[src/sv/node_liveness_table_macros.svh]
// assertion macros used by the node liveness table controller
`ifndef NODE_LIVENESS_TABLE_MACROS_SVH
`define NODE_LIVENESS_TABLE_MACROS_SVH

// same-cycle implication, checked outside reset
`define NLT_ASSERT_IMP(label, lhs, rhs, msg) \
   label: assert property (@(posedge clock) disable iff (reset) (lhs) |-> (rhs)) \
      else $error(msg);

// next-cycle implication, checked outside reset
`define NLT_ASSERT_NXT(label, lhs, rhs, msg) \
   label: assert property (@(posedge clock) disable iff (reset) (lhs) |=> (rhs)) \
      else $error(msg);

`endif

[src/sv/nlt_pkg.sv]
// types, codes and constants of the node liveness table
package nlt_pkg;

   localparam int SLOTS   = 32;
   localparam int SLOT_AW = (SLOTS > 1) ? $clog2(SLOTS) : 1;
   localparam int COUNT_W = 6;

   localparam logic [COUNT_W-1:0] COUNT_SAT          = COUNT_W'(63);
   localparam logic [7:0]         ID_MAX_VALID       = 8'd127;
   localparam logic [31:0]        COUNT_TIMEOUT_RESET = 32'd5000;

   localparam logic [1:0] OP_HEARTBEAT = 2'd0;
   localparam logic [1:0] OP_QUERY     = 2'd1;
   localparam logic [1:0] OP_COUNT     = 2'd2;
   localparam logic [1:0] OP_CLEAR     = 2'd3;

   localparam logic [1:0] STATUS_OK         = 2'd0;
   localparam logic [1:0] STATUS_INVALID_ID = 2'd1;
   localparam logic [1:0] STATUS_FULL       = 2'd2;

   localparam int CSR_AW = 3;
   localparam logic REG_COUNT_TIMEOUT = 1'b0;

   typedef struct packed {
      logic [1:0]  opcode;
      logic [7:0]  node_id;
      logic [1:0]  health;
      logic [2:0]  mode;
      logic [31:0] uptime_s;
      logic [31:0] query_timeout_ms;
      logic [31:0] now_ms;
   } req_type;

   typedef struct packed {
      logic [1:0]         status;
      logic               node_alive;
      logic [COUNT_W-1:0] alive_count;
      logic [COUNT_W-1:0] registered_count;
      logic [1:0]         found_health;
      logic [2:0]         found_mode;
      logic [31:0]        found_uptime_s;
   } rsp_type;

   typedef struct packed {
      logic [7:0]  node_id;
      logic [1:0]  health;
      logic [2:0]  mode;
      logic [31:0] uptime;
      logic [31:0] last_seen;
   } slot_type;

   typedef struct packed {
      logic               en;
      logic [SLOT_AW-1:0] addr;
      slot_type           data;
   } ram_wr_type;

   typedef struct packed {
      logic [31:0] now;
      logic [31:0] seen;
      logic [31:0] limit;
   } age_req_type;

endpackage

[src/sv/nlt_slot_ram.sv]
// slot storage: one write port, one registered read port
module nlt_slot_ram
   import nlt_pkg::*;
(
   input  logic               clock,
   input  ram_wr_type         wr,
   input  logic [SLOT_AW-1:0] raddr,
   output slot_type           rdata
);

   slot_type mem [SLOTS];
   slot_type rdata_ff;

   always_ff @(posedge clock) begin
      if (wr.en) begin
         mem[wr.addr] <= wr.data;
      end
   end

   always_ff @(posedge clock) begin
      rdata_ff <= mem[raddr];
   end

   assign rdata = rdata_ff;

endmodule

[src/sv/nlt_age_unit.sv]
// shared age check: wrapped (now - seen) against a limit
module nlt_age_unit
   import nlt_pkg::*;
(
   input  age_req_type req,
   output logic        in_limit
);

   logic [31:0] age;

   assign age      = req.now - req.seen;
   assign in_limit = (age <= req.limit);

endmodule

[src/sv/nlt_ctrl.sv]
// sequencer: slot scan, valid bits, claim count and result register
`include "node_liveness_table_macros.svh"

module nlt_ctrl
   import nlt_pkg::*;
(
   input  logic               clock,
   input  logic               reset,
   input  logic               req_valid,
   output logic               req_stall,
   input  req_type            req_data,
   output logic               rsp_valid,
   input  logic               rsp_stall,
   output rsp_type            rsp_data,
   input  logic [31:0]        count_timeout,
   output ram_wr_type         ram_wr,
   output logic [SLOT_AW-1:0] ram_raddr,
   input  slot_type           ram_rdata,
   output age_req_type        age_req,
   input  logic               age_within
);

   typedef enum logic [4:0] {
      ST_IDLE   = 5'b00001,
      ST_SCAN   = 5'b00010,
      ST_DRAIN  = 5'b00100,
      ST_FINISH = 5'b01000,
      ST_DONE   = 5'b10000
   } state_type;

   localparam logic [SLOT_AW-1:0] LAST_SLOT = SLOT_AW'(SLOTS - 1);

   state_type          state_ff, state_in;
   req_type            req_ff, req_in;
   rsp_type            rsp_ff, rsp_in;
   logic [SLOT_AW-1:0] iss_ff, iss_in;
   logic               eval_vld_ff, eval_vld_in;
   logic [SLOT_AW-1:0] eval_idx_ff, eval_idx_in;
   logic               eval_last_ff, eval_last_in;
   logic [SLOTS-1:0]   valid_ff, valid_in;
   logic [COUNT_W-1:0] claimed_ff, claimed_in;
   logic               hit_ff, hit_in;
   logic [SLOT_AW-1:0] hit_idx_ff, hit_idx_in;
   logic               free_ff, free_in;
   logic [SLOT_AW-1:0] free_idx_ff, free_idx_in;
   logic [COUNT_W-1:0] cnt_ff, cnt_in;
   logic               alive_ff, alive_in;
   logic [1:0]         fhealth_ff, fhealth_in;
   logic [2:0]         fmode_ff, fmode_in;
   logic [31:0]        fuptime_ff, fuptime_in;

   logic       accept;
   logic       id_ok;
   logic       slot_v;
   ram_wr_type wr;

   assign accept    = req_valid && !req_stall;
   assign req_stall = (state_ff != ST_IDLE);
   assign rsp_valid = (state_ff == ST_DONE);
   assign rsp_data  = rsp_ff;
   assign ram_raddr = iss_ff;
   assign ram_wr    = wr;

   assign id_ok  = (req_data.node_id != 8'd0) && (req_data.node_id <= ID_MAX_VALID);
   assign slot_v = valid_ff[eval_idx_ff];

   // count uses the configured limit, query its own
   assign age_req.now   = req_ff.now_ms;
   assign age_req.seen  = ram_rdata.last_seen;
   assign age_req.limit = (req_ff.opcode == OP_COUNT) ? count_timeout : req_ff.query_timeout_ms;

   always_comb begin
      state_in     = state_ff;
      req_in       = req_ff;
      rsp_in       = rsp_ff;
      iss_in       = iss_ff;
      eval_vld_in  = (state_ff == ST_SCAN);
      eval_idx_in  = iss_ff;
      eval_last_in = (iss_ff == LAST_SLOT);
      valid_in     = valid_ff;
      claimed_in   = claimed_ff;
      hit_in       = hit_ff;
      hit_idx_in   = hit_idx_ff;
      free_in      = free_ff;
      free_idx_in  = free_idx_ff;
      cnt_in       = cnt_ff;
      alive_in     = alive_ff;
      fhealth_in   = fhealth_ff;
      fmode_in     = fmode_ff;
      fuptime_in   = fuptime_ff;
      wr.en        = 1'b0;
      wr.addr      = hit_idx_ff;
      wr.data.node_id   = req_ff.node_id;
      wr.data.health    = req_ff.health;
      wr.data.mode      = req_ff.mode;
      wr.data.uptime    = req_ff.uptime_s;
      wr.data.last_seen = req_ff.now_ms;

      // one slot evaluated per cycle, in the cycle after its read address is issued
      if (eval_vld_ff) begin
         if (slot_v && (ram_rdata.node_id == req_ff.node_id)) begin
            hit_in     = 1'b1;
            hit_idx_in = eval_idx_ff;
            alive_in   = age_within;
            fhealth_in = ram_rdata.health;
            fmode_in   = ram_rdata.mode;
            fuptime_in = ram_rdata.uptime;
         end
         if (!slot_v && !free_ff) begin
            free_in     = 1'b1;
            free_idx_in = eval_idx_ff;
         end
         if (slot_v && age_within && (cnt_ff != COUNT_SAT)) begin
            cnt_in = cnt_ff + COUNT_W'(1);
         end
      end

      case (state_ff)
         ST_IDLE: begin
            if (accept) begin
               req_in     = req_data;
               iss_in     = '0;
               hit_in     = 1'b0;
               free_in    = 1'b0;
               cnt_in     = '0;
               alive_in   = 1'b0;
               fhealth_in = '0;
               fmode_in   = '0;
               fuptime_in = '0;
               rsp_in     = '0;
               if (req_data.opcode == OP_CLEAR) begin
                  valid_in   = '0;
                  claimed_in = '0;
                  state_in   = ST_DONE;
               end else if ((req_data.opcode != OP_COUNT) && !id_ok) begin
                  rsp_in.status           = STATUS_INVALID_ID;
                  rsp_in.registered_count = claimed_ff;
                  state_in                = ST_DONE;
               end else begin
                  state_in = ST_SCAN;
               end
            end
         end
         ST_SCAN: begin
            iss_in = iss_ff + SLOT_AW'(1);
            if (iss_ff == LAST_SLOT) begin
               state_in = ST_DRAIN;
            end
         end
         ST_DRAIN: begin
            state_in = ST_FINISH;
         end
         ST_FINISH: begin
            rsp_in = '0;
            case (req_ff.opcode)
               OP_HEARTBEAT: begin
                  if (hit_ff) begin
                     wr.en = 1'b1;
                  end else if (free_ff) begin
                     wr.en                 = 1'b1;
                     wr.addr               = free_idx_ff;
                     valid_in[free_idx_ff] = 1'b1;
                     if (claimed_ff != COUNT_SAT) begin
                        claimed_in = claimed_ff + COUNT_W'(1);
                     end
                  end else begin
                     rsp_in.status = STATUS_FULL;
                  end
               end
               OP_QUERY: begin
                  rsp_in.node_alive     = alive_ff;
                  rsp_in.found_health   = fhealth_ff;
                  rsp_in.found_mode     = fmode_ff;
                  rsp_in.found_uptime_s = fuptime_ff;
               end
               OP_COUNT: begin
                  rsp_in.alive_count = cnt_ff;
               end
               default: begin
                  rsp_in.status = STATUS_OK;
               end
            endcase
            rsp_in.registered_count = claimed_in;
            state_in                = ST_DONE;
         end
         ST_DONE: begin
            if (!rsp_stall) begin
               state_in = ST_IDLE;
            end
         end
         default: begin
            state_in = ST_IDLE;
         end
      endcase
   end

   always_ff @(posedge clock) begin
      if (reset) begin
         state_ff    <= ST_IDLE;
         eval_vld_ff <= 1'b0;
         valid_ff    <= '0;
         claimed_ff  <= '0;
      end else begin
         state_ff    <= state_in;
         eval_vld_ff <= eval_vld_in;
         valid_ff    <= valid_in;
         claimed_ff  <= claimed_in;
      end
   end

   always_ff @(posedge clock) begin
      req_ff       <= req_in;
      rsp_ff       <= rsp_in;
      iss_ff       <= iss_in;
      eval_idx_ff  <= eval_idx_in;
      eval_last_ff <= eval_last_in;
      hit_ff       <= hit_in;
      hit_idx_ff   <= hit_idx_in;
      free_ff      <= free_in;
      free_idx_ff  <= free_idx_in;
      cnt_ff       <= cnt_in;
      alive_ff     <= alive_in;
      fhealth_ff   <= fhealth_in;
      fmode_ff     <= fmode_in;
      fuptime_ff   <= fuptime_in;
   end

   `NLT_ASSERT_IMP(a_busy_while_result, rsp_valid, req_stall, "input taken while result pending")
   `NLT_ASSERT_IMP(a_drain_on_last, state_ff == ST_DRAIN, eval_vld_ff && eval_last_ff, "drain without last slot")
   `NLT_ASSERT_NXT(a_accept_busy, accept, state_ff != ST_IDLE, "idle right after transfer")
   `NLT_ASSERT_IMP(a_write_in_finish, wr.en, (state_ff == ST_FINISH) && (req_ff.opcode == OP_HEARTBEAT), "slot write outside heartbeat finish")

endmodule

[src/sv/node_liveness_table.sv]
// top level of the node liveness table: csr register and unit wiring
//
//   channel   direction   handshake                     payload
//   req       in          req_valid / req_stall          req_type
//   rsp       out         rsp_valid / rsp_stall          rsp_type
//   csr       in          csr_psel/penable/pwrite/pready count_timeout_ms
//
// heartbeat, query and count pass through the scan, drain and finish states before the result:
// one slot is read and checked per cycle through the slot ram and the shared age unit
// clear and invalid-id items go straight from idle to the done state with their result
// the next input transfer is taken in the cycle after the result transfer
// synchronous reset empties the table and restores count_timeout_ms to 5000
module node_liveness_table
   import nlt_pkg::*;
(
   input  logic              clock,
   input  logic              reset,
   input  logic              req_valid,
   output logic              req_stall,
   input  req_type           req_data,
   output logic              rsp_valid,
   input  logic              rsp_stall,
   output rsp_type           rsp_data,
   input  logic              csr_psel,
   input  logic              csr_penable,
   input  logic              csr_pwrite,
   input  logic [CSR_AW-1:0] csr_paddr,
   input  logic [31:0]       csr_pwdata,
   output logic [31:0]       csr_prdata,
   output logic              csr_pready
);

   logic [31:0]        count_timeout_ff, count_timeout_in;
   logic               csr_hit;
   ram_wr_type         ram_wr;
   logic [SLOT_AW-1:0] ram_raddr;
   slot_type           ram_rdata;
   age_req_type        age_req;
   logic               age_within;

   assign csr_pready = 1'b1;
   assign csr_hit    = (csr_paddr[CSR_AW-1:2] == REG_COUNT_TIMEOUT);
   assign csr_prdata = csr_hit ? count_timeout_ff : 32'd0;

   always_comb begin
      count_timeout_in = count_timeout_ff;
      if (csr_psel && csr_penable && csr_pwrite && csr_pready && csr_hit) begin
         count_timeout_in = csr_pwdata;
      end
   end

   always_ff @(posedge clock) begin
      if (reset) begin
         count_timeout_ff <= COUNT_TIMEOUT_RESET;
      end else begin
         count_timeout_ff <= count_timeout_in;
      end
   end

   nlt_slot_ram u_ram (
      .clock (clock),
      .wr    (ram_wr),
      .raddr (ram_raddr),
      .rdata (ram_rdata)
   );

   nlt_age_unit u_age (
      .req      (age_req),
      .in_limit (age_within)
   );

   nlt_ctrl u_ctrl (
      .clock         (clock),
      .reset         (reset),
      .req_valid     (req_valid),
      .req_stall     (req_stall),
      .req_data      (req_data),
      .rsp_valid     (rsp_valid),
      .rsp_stall     (rsp_stall),
      .rsp_data      (rsp_data),
      .count_timeout (count_timeout_ff),
      .ram_wr        (ram_wr),
      .ram_raddr     (ram_raddr),
      .ram_rdata     (ram_rdata),
      .age_req       (age_req),
      .age_within    (age_within)
   );

endmodule
[config.mk]
export PLATFORM = sky130hd
export DESIGN_NAME = node_liveness_table
export DESIGN_NICKNAME = d
export VERILOG_FILES = /design/src/sv/nlt_pkg.sv /design/src/sv/nlt_slot_ram.sv /design/src/sv/nlt_age_unit.sv /design/src/sv/nlt_ctrl.sv /design/src/sv/node_liveness_table.sv
export VERILOG_INCLUDE_DIRS = /design/src /design/src/sv
export SDC_FILE = /design/constraint.sdc
export NUM_CORES = 2
export LEC_CHECK = 0
export ABC_AREA = 1
export BUFFER_PORTS_ARGS = -buffer_cell sky130_fd_sc_hd__buf_2
export CAP_MARGIN = 20
export CORE_MARGIN = 1
export CORE_UTILIZATION = 28
export CTS_CLUSTER_DIAMETER = 40
export DETAILED_ROUTE_END_ITERATION = 16
export PLACE_DENSITY = 0.52
export SLEW_MARGIN = 20
export SYNTH_ARGS = -nofsm -noshare
export SYNTH_HDL_FRONTEND = slang
export SYNTH_SLANG_ARGS = --single-unit
[constraint.sdc]
create_clock -name clock -period 11.8 [get_ports clock]
set_input_delay 2.95 -clock clock [delete_from_list [all_inputs] [get_ports clock]]
set_output_delay 2.95 -clock clock [all_outputs]
set_load 0.005 [all_outputs]
==> impl_metrics.tcl <==
set metrics [dict create \
    grt_max_degree 214 \
    fin_util_pct 33.09 \
    postSynthAreaPerCell_um2 12.88 \
    cts_resized 0 \
    slew-limit-headroom_pct 22.26 \
    routed-via-count 73677 \
    dp_slack_ns 5.157 \
    fmax_mhz 151.1 \
    dieArea_um2 400800 \
    cp_top_family "buffers and inverters" \
    drtAntennaViolNets 0 \
    hold_start "u_ctrl.valid_ff[6]$_SDFFE_PP0P_" \
    synth_edf_count 2642 \
    final_nets 9082 \
    fin_crit_sh_pct 56.07 \
    clock-sinks 2846 \
    tns_ns 0 \
    place_congestion 0.8088 \
    fin_crit_ns 6.616 \
    clockBufferDepth 4 \
    cp.arrival_ns 3.67 \
    ys_ff_latch 2846 \
    cts_made_buffers 370 \
    worstPathMaxFanout 33 \
    setup_viol 0 \
    drtIter0Drc 7422 \
    h-tree-depth 5 \
    critical_path.slowest_cell "buf_2" \
    cp-end-kind "output pin" \
    placed_cells 13726 \
    design.core.area_um2 396300 \
    drt-wirelength-per-cell_um 24.34 \
    rsz0062_at_grt "false" \
    ir_drop_mv 0.1139 \
    r2r-start "u_ctrl.state_ff[1]$_SDFFE_PP0P_" \
    seq_area_frac_synth_pct 74.81 \
    slew_viol_final 0 \
    worstSetupStartpoint "csr_paddr[2]" \
    ys_types 54 \
    total_power_mw 25.33 \
    clk_pin_slew_worst_paths_ns 0.06 \
    grt_pass1_vias 70556 \
    crit_top_cell "buf_2" \
    pwr-share-comb_pct 10.2 \
    cts_setup_buffers 0 \
    ios 240 \
    antenna_found_initial 45 \
    worstPathCellList "buf_2 -> nor2_1 -> buf_2" \
    p_per_area_nw_per_um2 193.2 \
    die_h_um 633.1 \
    max_stage_delay_ns 0.43 \
    dp_hpwl_mm 179.9 \
    cap_violations 0 \
    start_kind "input pin" \
    finalHoldViolCount 0 \
    p_sw_share_pct 25.87 \
    layout.cells.non_filler 14422 \
    hold_class "reg2reg" \
    path_class "in2out" \
    p_int_mw 18.77 \
    area_growth_pct 17.59 \
    overflow 0 \
    synthArstFlopShare_pct 0 \
    grt_pass1_wl_mm 496.0 \
    seq_power_share_pct 45.4 \
    yosysWarnings 0 \
    synthesis.area_um2 111500 \
    start_util_pct 28.14 \
    tightestPinTransition_ns 1.166 \
    syn_inst 8658 \
    fp-row-count 231 \
    drive_above_1_share_pct 12.13 \
    synth_ff_type "edfxtp_1" \
    viasPerCell 5.109 \
    p_leak_nw 42.61 \
    hold_buffers 0 \
    drt_pass1_iterations 8 \
    port_buffers 236 \
    path_buf_inv 2 \
    p_sw_mw 6.552 \
    drt-total-wl_mm 351.0 \
    drc_errors 0 \
    run_status "finished, final reports clean" \
    skew_ns 0.05421 \
    clk_latency_ns 0.90 \
    setup_ws_ns 5.184 \
    synth.net_count 8879 \
    cts_tree "done" \
    track_usage_pct 16.80 \
    n_fill_cell 38557 \
    die_w_um 633.1 \
    power.share.clock_pct 44.4 \
    clockRootBuffer "clkbuf_16" \
    critPathRequiredTime_ns 8.85 \
]
flip-flops by register name, indices dropped and copies added (netlist names), 32 cells and up:
signal	count
u_ctrl.fuptime_ff	32
u_ctrl.ram_wr	45
u_ram.mem	2464
u_ctrl.valid_ff	32
u_ctrl.age_req	32
u_ctrl.req_ff	34
u_ctrl.rsp_data	52
count_timeout_ff	32
u_ram.rdata	77
cell families after synthesis:
logic type / after synthesis / share of synthesized area [%]
and+or+nand+nor: 2277 / 7.967
buffers and inverters: 835 / 3.196
xor gates and xnor gates: 34 / 0.2671
DFF: 2846 / 74.81
adders and majority gates: 68 / 0.7698
other: 1 / 0.003363
AOI/OAI and AO/OA: 2597 / 12.98
worst register-to-register path: stages (launching register included):
cell and delay (ns):
dfxtp_1 0.33, nor2_1 0.16, inv_2 0.07, nor4_4 0.57, inv_1 0.33, a211oi_2 0.60, nand3_2 0.55, nor2_4 0.82
buf_4 0.87, buf_4 0.79
layer usage:
metal  vias to the layer above  part of all wire (%)  global-route usage [%]  wire (um)
li1                      32482                     -                       -          -
met1                     37524                    43                   22.74     150400
met4                        12                   2.8                   5.001       9824
met3                       582                   8.0                   3.007      28150
met5                         -                 0.023                       0         79
met2                      3077                    46                   27.44     162600
layout by cell type, fill, tap and decap left out, drive strengths merged, types with 2 or more instances in the layout:
cell,instances
clkinvlp,46
nor4,8
a21oi,213
a211oi,2
clkbuf,431
o21bai,11
or2,11
o21ai,1577
nand3,127
a21boi,2
nand4,10
inv,311
o21a,3
bufinv,31
o221ai,110
a221oi,2
a31oi,35
nand2,467
nor3,25
nor2,1624
xor2,24
o31ai,20
clkinv,118
a32o,9
edfxtp,2642
o32ai,2
diode,10
o211ai,19
o22ai,585
nor3b,3
ha,67
dfxtp,204
xnor2,10
buf,410
a21o,7
cell type report:
cell class	count	area, um^2	share of cell area (%)
antenna	10	25.02	0.01909
tap	5242	6559	5.002
inverter	256	1020	0.7777
clock buffer	431	9879	7.535
sequential	2846	83420	63.62
multi-input combinational	4977	24790	18.91
timing repair buffer	410	2846	2.171
clock inverter	250	2572	1.962
power by group through the flow:
stage	Clock [mW]	Combinational [mW]	Sequential, mW
final	11.2	2.58	11.5
after global routing	11.8	2.83	11.5
after CTS	11.4	2.57	11.5
after detailed placement	0	2.56	11.7
after global placement	0	2.53	11.7
after floorplan	0	1.59	11.6
synth_stat cells, types with 3 or more instances:
library cell	instances	area (um^2)
clkbuf_1	341	1280
a21o_1	7	52.55
o211ai_1	19	142.6
nor2_1	1622	6088
buf_4	27	202.7
a32o_1	9	90.09
inv_2	3	11.26
nand3_1	122	610.6
nor3b_1	3	22.52
nand4_1	10	62.56
nor3_1	25	125.1
o21a_1	3	22.52
nand3_2	5	50.05
or2_2	7	43.79
o21ai_0	1460	7307
o21ai_2	3	26.28
nor4_1	6	37.54
nand2_1	465	1745
clkbuf_2	5	25.02
a21oi_1	212	1061
o21ai_1	114	570.6
buf_2	161	805.8
xnor2_1	10	87.58
inv_1	250	938.4
ha_1	67	838.3
xor2_1	24	210.2
edfxtp_1	2642	79340
o21bai_1	11	82.58
dfxtp_1	204	4084
a31oi_1	35	219.0
or2_1	4	25.02
buf_6	15	168.9
o31ai_2	10	125.1
o22ai_1	585	3660
buf_1	30	112.6
o31ai_1	10	75.07
o221ai_1	110	963.4
stage by stage:
stage	cell area, um^2	hold WS (ns)
floorplan	111500	0.3427
global placement	118500	0.4369
detailed placement	118500	0.4415
CTS	131000	0.4504
global route	131100	0.4642
finish	131100	0.4528
path summary, 6_finish.rpt:
kind                                                   endpoint  slack (ns)  cells past startpoint
worst max register to register       u_ram.mem[5][32]$_DFFE_PP_        6.27                      9
worst min-delay path            u_ctrl.valid_ff[6]$_SDFFE_PP0P_        0.45                      2
worst min register to register  u_ctrl.valid_ff[6]$_SDFFE_PP0P_        0.45                      2
worst max-delay path                              csr_prdata[0]        5.18                      3
No activity file was read; power rests on OpenSTA's default activity.
